$ cat config.mk
export PLATFORM = sky130hd
export DESIGN_NAME = visual_follow_steering_flat
export DESIGN_NICKNAME = d
export VERILOG_FILES = /design/src/vfs_pkg.sv /design/src/vfs_req_if.sv /design/src/vfs_rsp_if.sv /design/src/vfs_csr.sv /design/src/visual_follow_steering.sv /design/src/flat_wrapper.sv
export SDC_FILE = /design/constraint.sdc
export NUM_CORES = 2
export LEC_CHECK = 0
export ABC_AREA = 1
export BUFFER_PORTS_ARGS = -buffer_cell sky130_fd_sc_hd__buf_2
export CAP_MARGIN = 40
export CORE_ASPECT_RATIO = 1.4
export CORE_MARGIN = 2
export CORE_UTILIZATION = 45
export CTS_CLUSTER_SIZE = 14
export DETAILED_ROUTE_END_ITERATION = 16
export HOLD_SLACK_MARGIN = 0.06
export SKIP_LAST_GASP = 1
export SYNTH_ARGS = -nofsm -noshare
export SYNTH_HDL_FRONTEND = slang
export SYNTH_SLANG_ARGS = --single-unit
$ cat constraint.sdc
create_clock -name clock -period 10.37 [get_ports clock]
set_input_delay 1.037 -clock clock [delete_from_list [all_inputs] [get_ports clock]]
set_output_delay 1.037 -clock clock [all_outputs]
set_load 0.05 [all_outputs]
$ cat src/vfs_pkg.sv
// Shared types and constants for the visual follow steering block.
package vfs_pkg;

   localparam int GAIN_BITS     = 16;
   localparam int BAND_BITS     = 13;
   localparam int Q15_BITS      = 16;
   localparam int CSR_IDX_BITS  = 3;
   localparam int CSR_DATA_BITS = 16;
   localparam int AREA_SHIFT    = 15;
   localparam int TURN_SHIFT    = 17;

   localparam logic [Q15_BITS-1:0] STOP_FRAC_RESET = 16'h8000;
   localparam logic [Q15_BITS-1:0] Q15_POS_MAX     = 16'h7FFF;
   localparam logic [Q15_BITS-1:0] Q15_NEG_MAX     = 16'h8000;
   localparam logic [Q15_BITS-1:0] Q15_ZERO        = 16'h0000;

   typedef enum logic [CSR_IDX_BITS-1:0] {
      CSR_GAIN_NEAR    = 3'd0,
      CSR_GAIN_FAR     = 3'd1,
      CSR_STOP_FRAC    = 3'd2,
      CSR_FORWARD_FRAC = 3'd3,
      CSR_DEADBAND     = 3'd4,
      CSR_GAIN_SWITCH  = 3'd5,
      CSR_MAX_SPEED    = 3'd6,
      CSR_TURN_BLEND   = 3'd7
   } csr_idx_type;

   typedef struct packed {
      logic        [GAIN_BITS-1:0] gain_near;
      logic        [GAIN_BITS-1:0] gain_far;
      logic        [Q15_BITS-1:0]  stop_area_frac;
      logic signed [Q15_BITS-1:0]  forward_frac;
      logic        [BAND_BITS-1:0] deadband_half_px;
      logic        [BAND_BITS-1:0] gain_switch_half_px;
      logic signed [Q15_BITS-1:0]  max_speed;
      logic        [Q15_BITS-1:0]  turn_blend;
   } cfg_type;

endpackage

$ cat src/vfs_req_if.sv
// Request channel carrying image size and tracked box corners.
interface vfs_req_if #(parameter int COORD_BITS = 12);
   logic                  valid;
   logic                  ready;
   logic [COORD_BITS-1:0] img_width;
   logic [COORD_BITS-1:0] img_height;
   logic [COORD_BITS-1:0] left_x;
   logic [COORD_BITS-1:0] top_y;
   logic [COORD_BITS-1:0] right_x;
   logic [COORD_BITS-1:0] bottom_y;

   modport source (output valid, img_width, img_height, left_x, top_y, right_x, bottom_y,
                   input ready);
   modport sink (input valid, img_width, img_height, left_x, top_y, right_x, bottom_y,
                 output ready);
endinterface

$ cat src/vfs_rsp_if.sv
// Response channel carrying the steering commands.
interface vfs_rsp_if;
   logic               valid;
   logic               ready;
   logic signed [15:0] turn_cmd;
   logic signed [15:0] forward_cmd;
   logic signed [15:0] speed_cmd;

   modport source (output valid, turn_cmd, forward_cmd, speed_cmd, input ready);
   modport sink (input valid, turn_cmd, forward_cmd, speed_cmd, output ready);
endinterface

$ cat src/vfs_csr.sv
// Configuration register bank for the steering block.
module vfs_csr
   import vfs_pkg::*;
(
   input  logic                     clock,
   input  logic                     reset,
   input  logic                     csr_we,
   input  logic [CSR_IDX_BITS-1:0]  csr_index,
   input  logic [CSR_DATA_BITS-1:0] csr_data,
   output cfg_type                  cfg
);

   cfg_type cfg_ff;
   cfg_type cfg_in;

   always_comb begin
      cfg_in = cfg_ff;
      if (csr_we) begin
         case (csr_idx_type'(csr_index))
            CSR_GAIN_NEAR:    cfg_in.gain_near           = csr_data[GAIN_BITS-1:0];
            CSR_GAIN_FAR:     cfg_in.gain_far            = csr_data[GAIN_BITS-1:0];
            CSR_STOP_FRAC:    cfg_in.stop_area_frac      = csr_data[Q15_BITS-1:0];
            CSR_FORWARD_FRAC: cfg_in.forward_frac        = $signed(csr_data[Q15_BITS-1:0]);
            CSR_DEADBAND:     cfg_in.deadband_half_px    = csr_data[BAND_BITS-1:0];
            CSR_GAIN_SWITCH:  cfg_in.gain_switch_half_px = csr_data[BAND_BITS-1:0];
            CSR_MAX_SPEED:    cfg_in.max_speed           = $signed(csr_data[Q15_BITS-1:0]);
            CSR_TURN_BLEND:   cfg_in.turn_blend          = csr_data[Q15_BITS-1:0];
            default:          cfg_in = cfg_ff;
         endcase
      end
   end

   always_ff @(posedge clock) begin
      if (reset) begin
         cfg_ff <= '{gain_near:           '0,
                     gain_far:            '0,
                     stop_area_frac:      STOP_FRAC_RESET,
                     forward_frac:        '0,
                     deadband_half_px:    '0,
                     gain_switch_half_px: '0,
                     max_speed:           '0,
                     turn_blend:          '0};
      end else begin
         cfg_ff <= cfg_in;
      end
   end

   assign cfg = cfg_ff;

endmodule

$ cat src/visual_follow_steering.sv
// Top level of the visual follow steering pipeline.
//
//   channel    dir   handshake         content
//   req_chan   in    valid/ready       image size, box corners (COORD_BITS each)
//   rsp_chan   out   valid/ready       turn, forward, speed (signed Q1.15)
//   csr_*      in    write enable      register index, 16-bit write data
//
// Four register stages: offsets, products, scaled products, result register.
// One item per cycle while rsp_chan is ready; rsp valid once the item reaches the result register.
// Each stage holds its item while the one after it is full and stalled; a free
// stage takes the next item, so bubbles close up under back-pressure.
// Synchronous reset clears the valid bits and loads the register defaults.
module visual_follow_steering
   import vfs_pkg::*;
#(
   parameter int COORD_BITS = 12
)
(
   input  logic                     clock,
   input  logic                     reset,
   input  logic                     csr_we,
   input  logic [CSR_IDX_BITS-1:0]  csr_index,
   input  logic [CSR_DATA_BITS-1:0] csr_data,
   vfs_req_if.sink                  req_chan,
   vfs_rsp_if.source                rsp_chan
);

   localparam int C   = COORD_BITS;
   localparam int CW  = (C + 1 > BAND_BITS) ? C + 1 : BAND_BITS;
   localparam int BAW = 2 * C + 2;
   localparam int IAW = 2 * C;
   localparam int RHW = IAW + Q15_BITS;
   localparam int LW  = BAW + AREA_SHIFT + 1;
   localparam int PW  = C + GAIN_BITS + 3;
   localparam int SW  = PW + Q15_BITS + 1;
   localparam int MW  = SW - TURN_SHIFT;

   cfg_type cfg;

   vfs_csr u_csr (
      .clock     (clock),
      .reset     (reset),
      .csr_we    (csr_we),
      .csr_index (csr_index),
      .csr_data  (csr_data),
      .cfg       (cfg)
   );

   logic en1, en2, en3, en4;
   logic v1_ff, v2_ff, v3_ff, v4_ff;

   assign en4 = !v4_ff || rsp_chan.ready;
   assign en3 = !v3_ff || en4;
   assign en2 = !v2_ff || en3;
   assign en1 = !v1_ff || en2;
   assign req_chan.ready = en1;

   logic req_take;
   assign req_take = req_chan.valid && req_chan.ready;

   // stage 1: differences, offset, gain select
   logic signed [C:0]   bdx_in, bdy_in;
   logic signed [C+1:0] dx2_in, ndx2;
   logic        [C:0]   adx;
   logic [GAIN_BITS-1:0] gain_in;
   logic                rz_in;

   assign bdx_in = $signed({1'b0, req_chan.right_x}) - $signed({1'b0, req_chan.left_x});
   assign bdy_in = $signed({1'b0, req_chan.bottom_y}) - $signed({1'b0, req_chan.top_y});
   assign dx2_in = $signed({2'b00, req_chan.left_x}) + $signed({2'b00, req_chan.right_x})
                   - $signed({2'b00, req_chan.img_width});
   assign ndx2   = -dx2_in;
   assign adx    = dx2_in[C+1] ? ndx2[C:0] : dx2_in[C:0];
   assign gain_in = (CW'(adx) > CW'(cfg.gain_switch_half_px)) ? cfg.gain_far : cfg.gain_near;
   assign rz_in  = (CW'(adx) < CW'(cfg.deadband_half_px)) || (gain_in == '0)
                   || (dx2_in == '0);

   logic signed [C:0]    bdx_ff, bdy_ff;
   logic signed [C+1:0]  dx2_ff;
   logic [C-1:0]         w_ff, h_ff;
   logic [GAIN_BITS-1:0] gain_ff;
   logic                 rz1_ff;

   always_ff @(posedge clock) begin
      if (reset) begin
         v1_ff <= 1'b0;
      end else if (en1) begin
         v1_ff <= req_chan.valid;
      end
   end

   always_ff @(posedge clock) begin
      if (req_take) begin
         bdx_ff  <= bdx_in;
         bdy_ff  <= bdy_in;
         dx2_ff  <= dx2_in;
         w_ff    <= req_chan.img_width;
         h_ff    <= req_chan.img_height;
         gain_ff <= gain_in;
         rz1_ff  <= rz_in;
      end
   end

   // stage 2: areas and raw gain product
   logic signed [BAW-1:0] barea_in, barea2_ff, barea3_ff;
   logic        [IAW-1:0] iarea_in, iarea_ff;
   logic signed [PW-1:0]  prod_in, prod_ff;
   logic                  rz2_ff, rz3_ff;

   assign barea_in = bdx_ff * bdy_ff;
   assign iarea_in = w_ff * h_ff;
   assign prod_in  = $signed({1'b0, gain_ff}) * dx2_ff;

   always_ff @(posedge clock) begin
      if (reset) begin
         v2_ff <= 1'b0;
      end else if (en2) begin
         v2_ff <= v1_ff;
      end
   end

   always_ff @(posedge clock) begin
      if (en2 && v1_ff) begin
         barea2_ff <= barea_in;
         iarea_ff  <= iarea_in;
         prod_ff   <= prod_in;
         rz2_ff    <= rz1_ff;
      end
   end

   // stage 3: stop threshold and blended product
   logic        [RHW-1:0] rhs_in, rhs_ff;
   logic signed [SW-1:0]  scaled_in, scaled_ff;

   assign rhs_in    = cfg.stop_area_frac * iarea_ff;
   assign scaled_in = prod_ff * $signed({1'b0, cfg.turn_blend});

   always_ff @(posedge clock) begin
      if (reset) begin
         v3_ff <= 1'b0;
      end else if (en3) begin
         v3_ff <= v2_ff;
      end
   end

   always_ff @(posedge clock) begin
      if (en3 && v2_ff) begin
         barea3_ff <= barea2_ff;
         rhs_ff    <= rhs_in;
         scaled_ff <= scaled_in;
         rz3_ff    <= rz2_ff;
      end
   end

   // stage 4: stop compare, truncate, saturate
   logic signed [LW-1:0] lhs_ext, rhs_ext;
   logic                 stopped;
   logic                 sneg;
   logic [SW-1:0]        sabs;
   logic [MW-1:0]        mag;
   logic [Q15_BITS-1:0]  turn_val, neg_mag;
   logic signed [Q15_BITS-1:0] turn_in, fwd_in, spd_in;

   assign lhs_ext = {barea3_ff[BAW-1], barea3_ff, {AREA_SHIFT{1'b0}}};
   assign rhs_ext = {2'b00, rhs_ff};
   assign stopped = lhs_ext > rhs_ext;

   assign sneg    = scaled_ff[SW-1];
   assign sabs    = sneg ? -scaled_ff : scaled_ff;
   assign mag     = sabs[SW-1:TURN_SHIFT];
   assign neg_mag = -mag[Q15_BITS-1:0];

   always_comb begin
      if (sneg) begin
         turn_val = (mag > MW'(Q15_POS_MAX)) ? Q15_POS_MAX : mag[Q15_BITS-1:0];
      end else begin
         turn_val = (mag >= MW'(Q15_NEG_MAX)) ? Q15_NEG_MAX : neg_mag;
      end
   end

   always_comb begin
      if (rz3_ff && stopped) begin
         turn_in = $signed(Q15_ZERO);
         fwd_in  = $signed(Q15_ZERO);
         spd_in  = $signed(Q15_ZERO);
      end else begin
         turn_in = rz3_ff ? $signed(Q15_ZERO) : $signed(turn_val);
         fwd_in  = stopped ? $signed(Q15_ZERO) : cfg.forward_frac;
         spd_in  = cfg.max_speed;
      end
   end

   logic signed [Q15_BITS-1:0] turn_ff, fwd_ff, spd_ff;

   always_ff @(posedge clock) begin
      if (reset) begin
         v4_ff <= 1'b0;
      end else if (en4) begin
         v4_ff <= v3_ff;
      end
   end

   always_ff @(posedge clock) begin
      if (en4 && v3_ff) begin
         turn_ff <= turn_in;
         fwd_ff  <= fwd_in;
         spd_ff  <= spd_in;
      end
   end

   assign rsp_chan.valid       = v4_ff;
   assign rsp_chan.turn_cmd    = turn_ff;
   assign rsp_chan.forward_cmd = fwd_ff;
   assign rsp_chan.speed_cmd   = spd_ff;

   a_take_fills_s1: assert property (@(posedge clock) disable iff (reset)
      req_take |=> v1_ff)
      else $error("accepted item missing from first stage");

   a_s3_to_s4: assert property (@(posedge clock) disable iff (reset)
      (v3_ff && en4) |=> v4_ff)
      else $error("item lost between third stage and result register");

   a_s2_hold: assert property (@(posedge clock) disable iff (reset)
      (v2_ff && !en3) |=> (v2_ff && $stable(prod_ff) && $stable(iarea_ff)))
      else $error("stalled second stage did not hold its item");

endmodule
$ cat src/flat_wrapper.sv
// flat-port wrapper written by rule: the top's interface ports become plain ports
module visual_follow_steering_flat import vfs_pkg::*;
#(
   parameter int COORD_BITS = 12
)
  (clock, reset, csr_we, csr_index, csr_data, req_chan_valid, req_chan_img_width, req_chan_img_height, req_chan_left_x, req_chan_top_y, req_chan_right_x, req_chan_bottom_y, req_chan_ready, rsp_chan_valid, rsp_chan_turn_cmd, rsp_chan_forward_cmd, rsp_chan_speed_cmd, rsp_chan_ready);
  vfs_req_if #(.COORD_BITS(COORD_BITS)) req_chan_i ();
  vfs_rsp_if rsp_chan_i ();
  input  logic clock;
  input  logic reset;
  input  logic csr_we;
  input  logic [CSR_IDX_BITS-1:0] csr_index;
  input  logic [CSR_DATA_BITS-1:0] csr_data;
  input wire logic [$bits(req_chan_i.valid)-1:0] req_chan_valid;
  input wire logic [$bits(req_chan_i.img_width)-1:0] req_chan_img_width;
  input wire logic [$bits(req_chan_i.img_height)-1:0] req_chan_img_height;
  input wire logic [$bits(req_chan_i.left_x)-1:0] req_chan_left_x;
  input wire logic [$bits(req_chan_i.top_y)-1:0] req_chan_top_y;
  input wire logic [$bits(req_chan_i.right_x)-1:0] req_chan_right_x;
  input wire logic [$bits(req_chan_i.bottom_y)-1:0] req_chan_bottom_y;
  output wire logic [$bits(req_chan_i.ready)-1:0] req_chan_ready;
  output wire logic [$bits(rsp_chan_i.valid)-1:0] rsp_chan_valid;
  output wire logic [$bits(rsp_chan_i.turn_cmd)-1:0] rsp_chan_turn_cmd;
  output wire logic [$bits(rsp_chan_i.forward_cmd)-1:0] rsp_chan_forward_cmd;
  output wire logic [$bits(rsp_chan_i.speed_cmd)-1:0] rsp_chan_speed_cmd;
  input wire logic [$bits(rsp_chan_i.ready)-1:0] rsp_chan_ready;
  assign req_chan_i.valid = req_chan_valid;
  assign req_chan_i.img_width = req_chan_img_width;
  assign req_chan_i.img_height = req_chan_img_height;
  assign req_chan_i.left_x = req_chan_left_x;
  assign req_chan_i.top_y = req_chan_top_y;
  assign req_chan_i.right_x = req_chan_right_x;
  assign req_chan_i.bottom_y = req_chan_bottom_y;
  assign req_chan_ready = req_chan_i.ready;
  assign rsp_chan_valid = rsp_chan_i.valid;
  assign rsp_chan_turn_cmd = rsp_chan_i.turn_cmd;
  assign rsp_chan_forward_cmd = rsp_chan_i.forward_cmd;
  assign rsp_chan_speed_cmd = rsp_chan_i.speed_cmd;
  assign rsp_chan_i.ready = rsp_chan_ready;
  visual_follow_steering #(.COORD_BITS(COORD_BITS)) u_core (.clock(clock), .reset(reset), .csr_we(csr_we), .csr_index(csr_index), .csr_data(csr_data), .req_chan(req_chan_i), .rsp_chan(rsp_chan_i));
endmodule
=== Word-level counts from Yosys, hierarchy flattened ===
Cells that the tools add are included.

* Muxes and demuxes: 6
* Equality and inequality tests: 7
* Divide/modulo/power cells: 0
* Reductions and logical operators: 28
* Bitwise logic cells: 0
* Add/sub/neg operators: 7
* Shift operators: 0
* Multipliers: 5
* $lt $le $gt $ge: 5

{| class="wikitable"
|+ Operators by type and width
! cell !! count
|-
| $mux 16 || 4
|-
| $mul 31x17->48 || 1
|-
| $mux 48 || 1
|-
| $neg 48->48 || 1
|-
| $gt 41x41->1 || 1
|-
| $mul 16x24->40 || 1
|-
| $ge 31x16->1 const B || 1
|-
| $gt 31x15->1 const B || 1
|-
| $mul 17x14->31 || 1
|-
| $mul 13x13->26 || 1
|-
| $sub 12x12->13 || 2
|-
| $mul 12x12->24 || 1
|-
| $logic_not 16->1 || 1
|-
| $neg 16->16 || 1
|-
| $reduce_and 2->1 || 8
|-
| $logic_not 14->1 || 1
|-
| $sub 13x12->14 || 1
|-
| $add 12x12->13 || 1
|-
| $gt 13x13->1 || 1
|-
| $lt 13x13->1 || 1
|-
| $mux 13 || 1
|-
| $neg 13->13 || 1
|-
| $eq 3x3->1 const B || 4
|-
| $eq 3x2->1 const B || 2
|-
| 6 further kinds || 19
|}

* Latch bits: 0
* Memory bits (writable): 0
* Output and inout port bits: 50
* Word-level logic and storage cells: 88
* Memories kept: 0
* Memory bits (read-only): 0
* Register bits after elaboration: 452

=== Depth between registers and ports, before layout ===
* Word-level depth: 9
* Depth in mapped cells: 33
* Mapped depth without buffers: 32

=== Hierarchy ===
From an unflattened synthesis, not the netlist that was laid out.

* Cell total of the unflattened synthesis: 8475
* Area, all modules: 70034.7 um^2

{| class="wikitable"
|+ By module, submodules not included
! module !! instances !! sequential area each (um^2) !! area an instance (um^2) !! cells an instance
|-
| visual_follow_steering || 1 || 9869.5 || 65226.3 || 7781
|-
| vfs_csr || 1 || 2442.3 || 4808.4 || 694
|}

=== Worst setup path after synthesis ===
Ideal clock, no wire load.

* Path kind: register to register
* From: register u_core.prod_ff[8]
* To: register u_core.scaled_ff[30] (data pin)
* Setup slack: 4.484 ns
* Cell stages (with the launch flop): 27
* Arrival time: 5.627 ns
* Setup time: 0.259 ns
* Clock period less this slack: 5.886 ns
* Cell sequence: edfxtp_1 clkbuf_1 clkbuf_1 nand2_1 fa_1 inv_1 fa_1 fa_1 inv_1 fa_1 inv_1 fa_1 fa_1 ha_1 nand2_1 a21oi_1 nor2_1 a21boi_0 o21ai_0 nand2_1 nand2_1 nand2_1 nand2_1 a21boi_0 o21ai_0 nand2_1 nand2_1

* Longest elaborated chain between the ends: 1

{| class="wikitable"
|+ Ends and longest elaborated chain
! what !! line !! source
|-
| start, declared || visual_follow_steering.sv:107 || <nowiki>logic signed [PW-1:0] prod_in, prod_ff;</nowiki>
|-
| start signal, assigned || visual_follow_steering.sv:126 || <nowiki>prod_ff <= prod_in;</nowiki>
|-
| $mul 31x17->48 || visual_follow_steering.sv:136 || <nowiki>assign scaled_in = prod_ff * $signed({1'b0, cfg.turn_blend});</nowiki>
|-
| net u_core.scaled_in[30] || visual_follow_steering.sv:133 || <nowiki>logic signed [SW-1:0] scaled_in, scaled_ff;</nowiki>
|-
| end signal, assigned || visual_follow_steering.sv:150 || <nowiki>scaled_ff <= scaled_in;</nowiki>
|-
| end, declared || visual_follow_steering.sv:133 ||
|}

The timed path passes the listed nets, and every way through them passes these cells.
A chain may end at the register's enable or synchronous reset.

=== Worst setup path in the final report ===
* From: register u_core.prod_ff[30]
* To: register u_core.scaled_ff[42] (data pin)

The elaborated chain is that of the path after synthesis.

==> impl_metrics.toml <==
[run_status]
status = "finished, final reports clean"

[timing]
max_slew_margin = 0.367
setup_slack_ps = 3470
grt_setup_unrepaired = "no"
fmax_mhz = 145
worst_pin_slew_ps = 950
fin_skew_ps = 48.9
finalHoldViolCount = 0
setup_violations = 0
period_share = 0.665
tns_ps = 0
min_period_ps = 6900
finalMaxSlewViolations = 0

[worst_setup_path]
arrival_ps = 7310
crit_path_end_kind = "flop"
critPathBufInv = 4
startpoint_type = "flop"
slowest_stage = "edfxtp_1"
critPathMaxFanout = 16
slowest_delay_ps = 720
cp_top_family = "adder cells"
cp_common_cell = "fa_1"
crit_required_ps = 10780
critPathKind = "reg2reg"
crit_chain = "nand2_1 > inv_1 > fa_1 > inv_1 > fa_1 > fa_1 > fa_1 > fa_1 > inv_1 > fa_1 > ha_1 > nand2_1 > nor2_1 > inv_1 > nor4_1 > nand2_1 > o211ai_1 > a21oi_1 > xnor2_1"

[grt]
grt_max_degree = 80
grt_pass1_wl_um = 300000
first_global_vias = 57100
grt_usage = 0.239
antenna_found_initial = 6
grt-ovfl-total = 0

[detailed_routing]
routedWlPerCell_um = 17.5
wirelength_um = 183000
drt_iter0_drc = 3063
met3_length_um = 8370
ant_nets = 0
drc = 0
wl_met2_um = 92700
drt_first_pass_iters = 6
vias_per_cell = 5.02
top_layer = "met5"
vias = 52500
met1_length_um = 74600

[synth]
yosys_warnings = 0
syn_nets = 10300
syn_area_per_cell_um2 = 8.27
syn_area_um2 = 69800
ys_seq_area_frac = 0.176
synth_largest_type_area_fraction = 0.351
synthCells = 8445
synth.distinct_cells = 49
synth_seq_cells = 452
ys_top_cells_by_area = "fa_1, edfxtp_1, inv_1, nand2_1, ha_1"
synth_top_area_cell = "fa_1"

[floorplan]
design.die.area_um2 = 158000
die_h_um = 470
core_um2 = 154000
rows = 171
initial_core_util = 0.452
ioPinCount = 146
fp.dieW_um = 337

[clock_network]
cts_tree = "built"
clkLatencyLatePin_ps = 680
post_cts_buffers = 0
numCtsBuffers = 52
clk_pin_slew_ps = 80
cts_hold_buf = 0
cts_sinks = 452
ctsHtreeMaxLevel = 2
cts_resized = 0
cts_root_buffer = "clkbuf_16"
clk_path_buf_depth = 3

[finish]
multi_input_area_um2 = 47700
seq_area_um2 = 12300
final_nets = 10200
drive_above_1_share = 0.0435
n_fill_cell = 15100
syn2layout_area_growth_pct = 6.27

[power_and_ir_drop]
p_per_area_nw_per_um2 = 310
peakVddDrop_uv = 610
leakage_nw = 39.6

[placement]
port_buffers = 145
pre_cts_ws_ps = 3450
dpl.hpwl_um = 147000
gp_congestion = 0.924

[worst_hold_path]
worst_hold_path_type = "reg2reg"

[job]
drv_cap = 0
==> worst paths after layout <==
path	slack [ps]	end	cells past startpoint	start
min reg2reg	400	u_core.rz3_ff	0	u_core.rz2_ff
max	3470	u_core.scaled_ff[42]	19	u_core.prod_ff[30]
max reg2reg	3470	u_core.scaled_ff[42]	19	u_core.prod_ff[30]
min	400	u_core.rz3_ff	0	u_core.rz2_ff
==> worst register-to-register path: cells and delay by family, from the launching register on <==
family / cells / cell delay, ps
fa+ha+maj: 7 / 3510
simple gates: 5 / 1280
flops: 1 / 720
compound gates: 2 / 620
buf+inv: 4 / 370
xor+xnor: 1 / 150
==> kinds of logic (layout without fill, tap and decap cells) <==
| kind of cell | after synthesis | after routing | synth area share |
|---|---|---|---|
| AOI/OAI and AO/OA | 638 | 638 | 0.0495 |
| and+or+nand+nor | 2754 | 2754 | 0.157 |
| adders and majority gates | 1781 | 1781 | 0.451 |
| buffers and inverters | 2617 | 2559 | 0.141 |
| DFF | 452 | 452 | 0.176 |
| xor gates and xnor gates | 203 | 203 | 0.0256 |
| other | 0 | 5 | 0 |
==> synthesized netlist by cell type, drive strengths merged <==
cell and count:
dfxtp 126, nand4 47, buf 22, a21o 21, nor3b 2, o21bai 14
nand2 2006, a21boi 10, o21a 8, or2 26, o2111ai 5, and3 3
nor4 17, nor2 472, a21oi 270, nor3 25, clkbuf 339, o211ai 8
and2 1, o221ai 4, xor2 136, o31ai 2, nand3b 10, nand3 144
and3b 1, xnor2 67, o21ai 268, ha 558, a31oi 19, fa 1223
edfxtp 326, inv 2256, a211oi 9
==> state kept, by name, indices dropped and copies added, names as in the netlist, 24 cells and up <==
register and count:
u_core.prod_ff 31, u_core.barea2_ff 26, u_core.u_csr.cfg 122, u_core.iarea_ff 24
u_core.rhs_ff 40, u_core.barea3_ff 26, u_core.scaled_ff 48
==> cells in the final DEF, fill, tap and decap left out, types with 25 or more instances in the layout <==
master,count
nor2_1,450
or2_2,26
nand3_1,143
edfxtp_1,326
nor3_1,25
buf_2,145
fa_1,1223
xor2_1,135
dfxtp_1,122
buf_4,50
o21ai_0,254
ha_1,558
nand4_1,47
a21oi_1,269
inv_1,2253
clkbuf_16,52
xnor2_1,67
nand2_1,1993
==> report_power, final <==
part | switching [mW] | leakage, nW | internal, mW
logic | 10.4 | 34.7 | 6.79
registers | 0.776 | 4.12 | 3.13
clock network | 0.865 | 0.842 | 1.06
total | 12.0 | 39.6 | 11.0
==> metrics by stage <==
| stage | total power [mW] | util | hold WS [ps] | cells | instance area [um2] |
|---|---|---|---|---|---|
| 2_1_floorplan | 16.6 | - | 400 | 8445 | 69800 |
| 3_3_place_gp | 20.8 | 0.467 | 403 | 10400 | 72100 |
| 5_1_grt | 25.7 | 0.480 | 426 | 10500 | 74200 |
| 6_report | 23.0 | 0.480 | 403 | 10500 | 74200 |
| 4_1_cts | 23.1 | 0.480 | 411 | 10500 | 74200 |
| 3_5_place_dp | 21.1 | 0.469 | 405 | 10400 | 72400 |
==> area by class of cell <==
cell class | count | area share
inverters | 2256 | 0.114
diodes | 5 | 0.000169
flip-flops and latches | 452 | 0.166
multi-input cells | 5376 | 0.642
clock inverters | 33 | 0.00462
well taps | 2076 | 0.0350
repair buffers | 205 | 0.0186
clock buffers | 65 | 0.0189
==> per-layer routing <==
| metal | track usage | vias up |
|---|---|---|
| li1 | - | 24600 |
| met1 | 0.296 | 26100 |
| met2 | 0.428 | 1453 |
| met3 | 0.0247 | 400 |
| met4 | 0.0860 | 4 |
| met5 | 0 | - |
No activity file was read; power rests on OpenSTA's default activity.
